$ cat config.mk
export PLATFORM = sky130hd
export DESIGN_NAME = breakpoint_match_table
export DESIGN_NICKNAME = d
export VERILOG_FILES = /design/src/hw/rtl/bmt_pkg.sv /design/src/hw/rtl/breakpoint_match_table.sv /design/src/hw/rtl/bmt_lookup.sv
export VERILOG_INCLUDE_DIRS = /design/src /design/src/hw/rtl
export SDC_FILE = /design/constraint.sdc
export NUM_CORES = 1
export LEC_CHECK = 0
export BUFFER_PORTS_ARGS = -buffer_cell sky130_fd_sc_hd__buf_4
export CORE_UTILIZATION = 45
export CTS_CLUSTER_DIAMETER = 80
export DETAILED_ROUTE_END_ITERATION = 7
export HOLD_SLACK_MARGIN = 0.05
export MAX_ROUTING_LAYER = met4
export PLACE_DENSITY = 0.61
export SLEW_MARGIN = 20
export SYNTH_ARGS = -nofsm -noshare
export SYNTH_HDL_FRONTEND = slang
export SYNTH_HIERARCHICAL = 1
export SYNTH_SLANG_ARGS = --single-unit
$ cat constraint.sdc
create_clock -name clk -period 17 [get_ports clk]
set_clock_uncertainty 0.05 [all_clocks]
set_input_delay 3.4 -clock clk [delete_from_list [all_inputs] [get_ports clk]]
set_output_delay 3.4 -clock clk [all_outputs]
set_load 0.02 [all_outputs]
$ cat src/hw/rtl/breakpoint_match_table_assert.svh
// assertion macros for the breakpoint match table rtl
`ifndef BREAKPOINT_MATCH_TABLE_ASSERT_SVH
`define BREAKPOINT_MATCH_TABLE_ASSERT_SVH

// same-cycle implication, checked out of reset
`define BMT_ASSERT_NOW(label, ante, cons) \
  label: assert property (@(posedge clk) disable iff (!rst_n) (ante) |-> (cons)) \
    else $error("breakpoint table check failed");

// next-cycle implication, checked out of reset
`define BMT_ASSERT_NEXT(label, ante, cons) \
  label: assert property (@(posedge clk) disable iff (!rst_n) (ante) |=> (cons)) \
    else $error("breakpoint table check failed");

`endif

$ cat src/hw/rtl/bmt_pkg.sv
// shared types and constants for the breakpoint match table
package bmt_pkg;

  localparam int ENTRIES = 16;
  localparam int IDX_W   = (ENTRIES > 1) ? $clog2(ENTRIES) : 1;
  localparam int ADDR_W  = 16;
  localparam int OPC_W   = 8;
  localparam int HIDX_W  = 4;

  localparam logic [1:0] OP_SET   = 2'd0;
  localparam logic [1:0] OP_CLEAR = 2'd1;
  localparam logic [1:0] OP_CHECK = 2'd2;

  typedef struct packed {
    logic [1:0]        op;
    logic [ADDR_W-1:0] address;
    logic [OPC_W-1:0]  opcode_byte;
    logic              want_temporary;
    logic              want_opcode_match;
  } in_word_t;

  typedef struct packed {
    logic              success;
    logic [HIDX_W-1:0] hit_index;
  } out_word_t;

  typedef struct packed {
    logic             found;
    logic [IDX_W-1:0] idx;
  } lookup_t;

endpackage

$ cat src/hw/rtl/breakpoint_match_table.sv
// top level of the breakpoint match table: input register, entry table, result register
//
//  channel  | handshake            | payload                       | direction
//  ---------+----------------------+-------------------------------+----------
//  input    | in_valid / in_ready  | in_word   (bmt_pkg::in_word_t)  | in
//  result   | out_valid / out_ready| out_word  (bmt_pkg::out_word_t) | out
//
// one word accepted per cycle unless a stalled result backs up the input register, one result word per input word
// a word passes the input register, then compare/select into the result register
// the table updates on the same edge the result is registered, so the next word sees it
// a stalled result holds the input register; ready falls only when both stages are full
// reset clears the valid, temporary and opcode flags of every entry; values stay unknown
module breakpoint_match_table (
  input  logic                clk,
  input  logic                rst_n,
  input  logic                in_valid,
  output logic                in_ready,
  input  bmt_pkg::in_word_t   in_word,
  output logic                out_valid,
  input  logic                out_ready,
  output bmt_pkg::out_word_t  out_word
);
  import bmt_pkg::*;

`include "breakpoint_match_table_assert.svh"

  // input stage
  logic     s1_valid_r;
  in_word_t s1_word_r;
  logic     s1_adv;
  logic     s1_fire;

  // entry table
  logic [ADDR_W-1:0]  entry_value_r [ENTRIES];
  logic [ENTRIES-1:0] entry_valid_r;
  logic [ENTRIES-1:0] entry_temp_r;
  logic [ENTRIES-1:0] entry_opk_r;

  // result stage
  logic      out_valid_r;
  out_word_t out_r;
  out_word_t out_nxt;

  lookup_t lk;
  logic    do_set;
  logic    do_inval;

  // stage 1 moves whenever the result register is empty or draining
  assign s1_adv   = !out_valid_r || out_ready;
  assign s1_fire  = s1_valid_r && s1_adv;
  assign in_ready = !s1_valid_r || s1_adv;

  bmt_lookup u_lookup (
    .word        (s1_word_r),
    .entry_value (entry_value_r),
    .entry_valid (entry_valid_r),
    .entry_opk   (entry_opk_r),
    .result      (lk)
  );

  // a clear that finds its entry, or a hit on a temporary entry, drops it
  always_comb begin
    do_set   = 1'b0;
    do_inval = 1'b0;
    unique case (s1_word_r.op)
      OP_SET:   do_set   = lk.found;
      OP_CLEAR: do_inval = lk.found;
      OP_CHECK: do_inval = lk.found && entry_temp_r[lk.idx];
      default: ;
    endcase
  end

  always_comb begin
    out_nxt.success   = lk.found;
    out_nxt.hit_index = (s1_word_r.op == OP_CHECK && lk.found) ? HIDX_W'(lk.idx) : '0;
  end

  // control and flags
  always_ff @(posedge clk) begin
    if (!rst_n) begin
      s1_valid_r    <= 1'b0;
      out_valid_r   <= 1'b0;
      entry_valid_r <= '0;
      entry_temp_r  <= '0;
      entry_opk_r   <= '0;
    end else begin
      if (in_ready) begin
        s1_valid_r <= in_valid;
      end
      if (s1_adv) begin
        out_valid_r <= s1_valid_r;
      end
      if (s1_fire && do_set) begin
        entry_valid_r[lk.idx] <= 1'b1;
        entry_temp_r[lk.idx]  <= s1_word_r.want_temporary;
        entry_opk_r[lk.idx]   <= s1_word_r.want_opcode_match;
      end else if (s1_fire && do_inval) begin
        entry_valid_r[lk.idx] <= 1'b0;
        entry_temp_r[lk.idx]  <= 1'b0;
        entry_opk_r[lk.idx]   <= 1'b0;
      end
    end
  end

  // payload, no reset
  always_ff @(posedge clk) begin
    if (in_ready && in_valid) begin
      s1_word_r <= in_word;
    end
    if (s1_fire) begin
      out_r <= out_nxt;
    end
    if (s1_fire && do_set) begin
      entry_value_r[lk.idx] <= s1_word_r.address;
    end
  end

  assign out_valid = out_valid_r;
  assign out_word  = out_r;

  // a set that fails only when every entry is taken
  `BMT_ASSERT_NOW(a_set_full, s1_fire && s1_word_r.op == OP_SET && !lk.found, &entry_valid_r)
  // a stored entry is valid afterwards
  `BMT_ASSERT_NEXT(a_set_valid, s1_fire && do_set, entry_valid_r[$past(lk.idx)])
  // a cleared entry is gone afterwards
  `BMT_ASSERT_NEXT(a_clr_gone, s1_fire && do_inval, !entry_valid_r[$past(lk.idx)])
  // a failed lookup never reports an index
  `BMT_ASSERT_NOW(a_idx_zero, out_valid_r && !out_r.success, out_r.hit_index == '0)

endmodule

$ cat src/hw/rtl/bmt_lookup.sv
// parallel compare of all entries and lowest-index selection per operation
module bmt_lookup (
  input  bmt_pkg::in_word_t                 word,
  input  logic [bmt_pkg::ADDR_W-1:0]        entry_value [bmt_pkg::ENTRIES],
  input  logic [bmt_pkg::ENTRIES-1:0]       entry_valid,
  input  logic [bmt_pkg::ENTRIES-1:0]       entry_opk,
  output bmt_pkg::lookup_t                  result
);
  import bmt_pkg::*;

  logic [ENTRIES-1:0] free_v;
  logic [ENTRIES-1:0] addr_eq_v;
  logic [ENTRIES-1:0] chk_v;
  logic [ENTRIES-1:0] sel_v;
  logic [ADDR_W-1:0]  opc_ext;

  assign opc_ext = {{(ADDR_W-OPC_W){1'b0}}, word.opcode_byte};

  always_comb begin
    for (int k = 0; k < ENTRIES; k++) begin
      free_v[k]    = !entry_valid[k];
      addr_eq_v[k] = entry_valid[k] && (entry_value[k] == word.address);
      chk_v[k]     = addr_eq_v[k] ||
                     (entry_valid[k] && entry_opk[k] && (entry_value[k] == opc_ext));
    end
  end

  always_comb begin
    unique case (word.op)
      OP_SET:   sel_v = free_v;
      OP_CLEAR: sel_v = addr_eq_v;
      OP_CHECK: sel_v = chk_v;
      default:  sel_v = '0;
    endcase
  end

  // lowest set bit wins
  always_comb begin
    result = '0;
    for (int k = ENTRIES-1; k >= 0; k--) begin
      if (sel_v[k]) begin
        result.found = 1'b1;
        result.idx   = IDX_W'(k);
      end
    end
  end

endmodule

==> impl_metrics.yaml <==
global_route:
  overflow: 0
  grt_antenna_before_repair: 1
  first_global_vias: 11400
  grt.total_usage_pct: 24.5
  grt_pass1_wl_mm: 69.5
  grt_max_degree: 83
detailed_routing:
  first_pass_iters: 5
  routed_wl_mm: 45.6
  num_vias: 11300
  drc: 0
  wl_per_cell_microns: 23.4
  ant_nets: 0
  avgViaCountPerCell: 5.81
  drt-initial-drc-count: 890
placement:
  place.gp.congestion: 0.882
  post-dp-hpwl_mm: 27.1
  port_buffers: 38
  post-place-ws_ns: 9.65
finish:
  final.fill_count: 3334
  final_common_cell: "xnor2_1"
  final_util_pct: 51.0
  diodes: 0
  final_cell_mix: "xnor2_1, edfxtp_1, buf_4"
  layout-drive-gt1-share_pct: 11.8
  syn2layout_area_growth_pct: 11.0
  nets: 1443
cts:
  cts_buffers: 39
  clock-root-buffer: "clkbuf_16"
  clk_pin_slew_ns: 0.05
  postCtsSetupRepairBufs: 0
  cts_tree: "done"
  hold_buffers: 0
  cts_sinks: 339
  clk_latency_ns: 0.56
  clockBufferDepth: 3
  htreeDepth: 2
  postCtsResizedCells: 0
critical_path:
  crit_path_end_kind: "output port"
  critPathLaunchType: "input pin"
  worstPathRequired_ns: 13.55
  arrival_ns: 3.93
  crit_path_max_fanout: 2
  ff2ff_setup_slack_ns: 11.09
  critical_path_class: "in2out"
synthesis:
  ys.flop_type: "edfxtp_1"
  ys_seq_area_share_pct: 55.7
  synth-seq-cells: 339
  synth_cells: 1391
  synthArstFlopShare_pct: 0
  synth_edf_count: 289
  synthesis.area_sq_um: 17400
  avgSynthCellArea_sq_um: 12.5
  ys.warnings.count: 6
  ys_types: 73
  synth_nets: 1426
power:
  swShare_pct: 24.1
  seqPwrFrac_pct: 48.5
  clkPwrFrac_pct: 42.6
  power_density_nw_per_um2: 98.6
  vdd_drop_max_mv: 0.0969
  p_sw_mw: 0.459
  pwr-share-comb_pct: 9.0
  p_int_mw: 1.44
  power.leakage_nw: 5.93
die:
  die_w_microns: 199
  initial_core_util_pct: 45.9
  die_h_microns: 199
  die-area_sq_um: 39400
  num_rows: 71
  pin_count: 39
  core_sq_um: 37800
sta:
  setup_viol_count_final: 0
  hold_viol_final: 0
  rsz0062_at_grt: "no"
  fmax_mhz: 136
  period_needed_ns: 7.38
  setup_slack_ns: 9.62
  setup_tns_ns: 0
  relSlewSlack_pct: 37.2
  slew_violations: 0
  post-route-period-util_pct: 43.4
  tightestPinTransition_ns: 0.943
status:
  status: "completed"
job:
  cap_violations: 0
hold_path:
  hp-class: "reg2reg"
## kinds of logic after synthesis
| family | synth area share [%] |
|---|---|
| compound gates | 7.46 |
| xor+xnor | 19.3 |
| fa+ha+maj | 0.216 |
| buf+inv | 3.80 |
| flops | 55.7 |
| mux | 0.612 |
| simple gates | 12.9 |
## registers in the layout (all words and copies together) (netlist names), named ones only
signal and flops:
entry_value_r 256, s1_valid_r 1, entry_opk_r 16, s1_word_r 28
out_valid 1, entry_temp_r 16, out_word 5
## cell usage after synthesis (4+ instances only)
cell	n	area (sq um)
a211oi_1	12	90.1
a21oi_1	17	85.1
a22o_1	32	280
a31oi_1	17	106
a32o_1	32	320
and2_1	7	43.8
and3_1	8	50.1
and4_1	8	70.1
buf_2	30	150
buf_4	23	173
buf_6	14	158
clkbuf_1	36	135
dfxtp_1	50	1000
edfxtp_1	289	8680
inv_1	9	33.8
nand2_1	42	158
nand2b_1	4	25.0
nand3_1	36	180
nand4_1	80	500
nor2_1	63	236
nor2b_1	5	31.3
nor3_1	7	35.0
nor4_1	62	388
nor4b_1	9	78.8
o21ai_0	19	95.1
o21ai_1	9	45.0
or4_1	5	37.5
or4b_1	5	50.1
xnor2_1	327	2860
xor2_1	57	499
## cell type report
class | instances | area [sq um] | share of cell area [%]
inverters | 9 | 33.8 | 0.175
repair buffers | 82 | 616 | 3.19
multi-input cells | 937 | 7100 | 36.8
clock buffers | 49 | 1040 | 5.41
clock inverters | 23 | 186 | 0.966
well taps | 511 | 639 | 3.31
flip-flops and latches | 339 | 9680 | 50.2
## critical path, stage by stage
cell and delay (ns):
buf_4 0.11, nor2b_1 0.16, nand2_1 0.09, buf_4 0.16
## power by group through the flow
| stage | combinational [mW] | sequential (mW) | clock (mW) |
|---|---|---|---|
| after CTS | 0.171 | 0.922 | 0.826 |
| after global routing | 0.183 | 0.923 | 0.859 |
| after detailed placement | 0.170 | 0.940 | 0 |
| after floorplan | 0.118 | 0.940 | 0 |
| final | 0.171 | 0.922 | 0.810 |
| after global placement | 0.168 | 0.940 | 0 |
## metrics by stage
step / instance area (sq um) / std cells / power [mW] / hold WS, ns
4_1_cts: 19300 / 1950 / 1.92 / 0.548
3_5_place_dp: 18100 / 1878 / 1.11 / 0.539
2_1_floorplan: 17400 / 1391 / 1.06 / 0.477
3_3_place_gp: 18100 / 1878 / 1.11 / 0.528
6_report: 19300 / 1950 / 1.90 / 0.546
5_1_grt: 19300 / 1950 / 1.96 / 0.589
## routing by layer
layer,track usage (%),vias to the layer above,share of wire (%)
met5,-,-,0
met3,3.54,76,5.6
met1,32.9,5669,45
li1,-,5238,-
met4,7.15,0,2.3
met2,38.5,340,47
## path summary, 6_finish.rpt
| kind | start | endpoint | depth (start not counted) |
|---|---|---|---|
| max | out_ready | in_ready | 4 |
| min | register | register | 2 |
| max reg2reg | s1_word_r[26] | entry_temp_r[6] | 14 |
| min reg2reg | register | register | 2 |
Power figures use the tool's default switching activity.
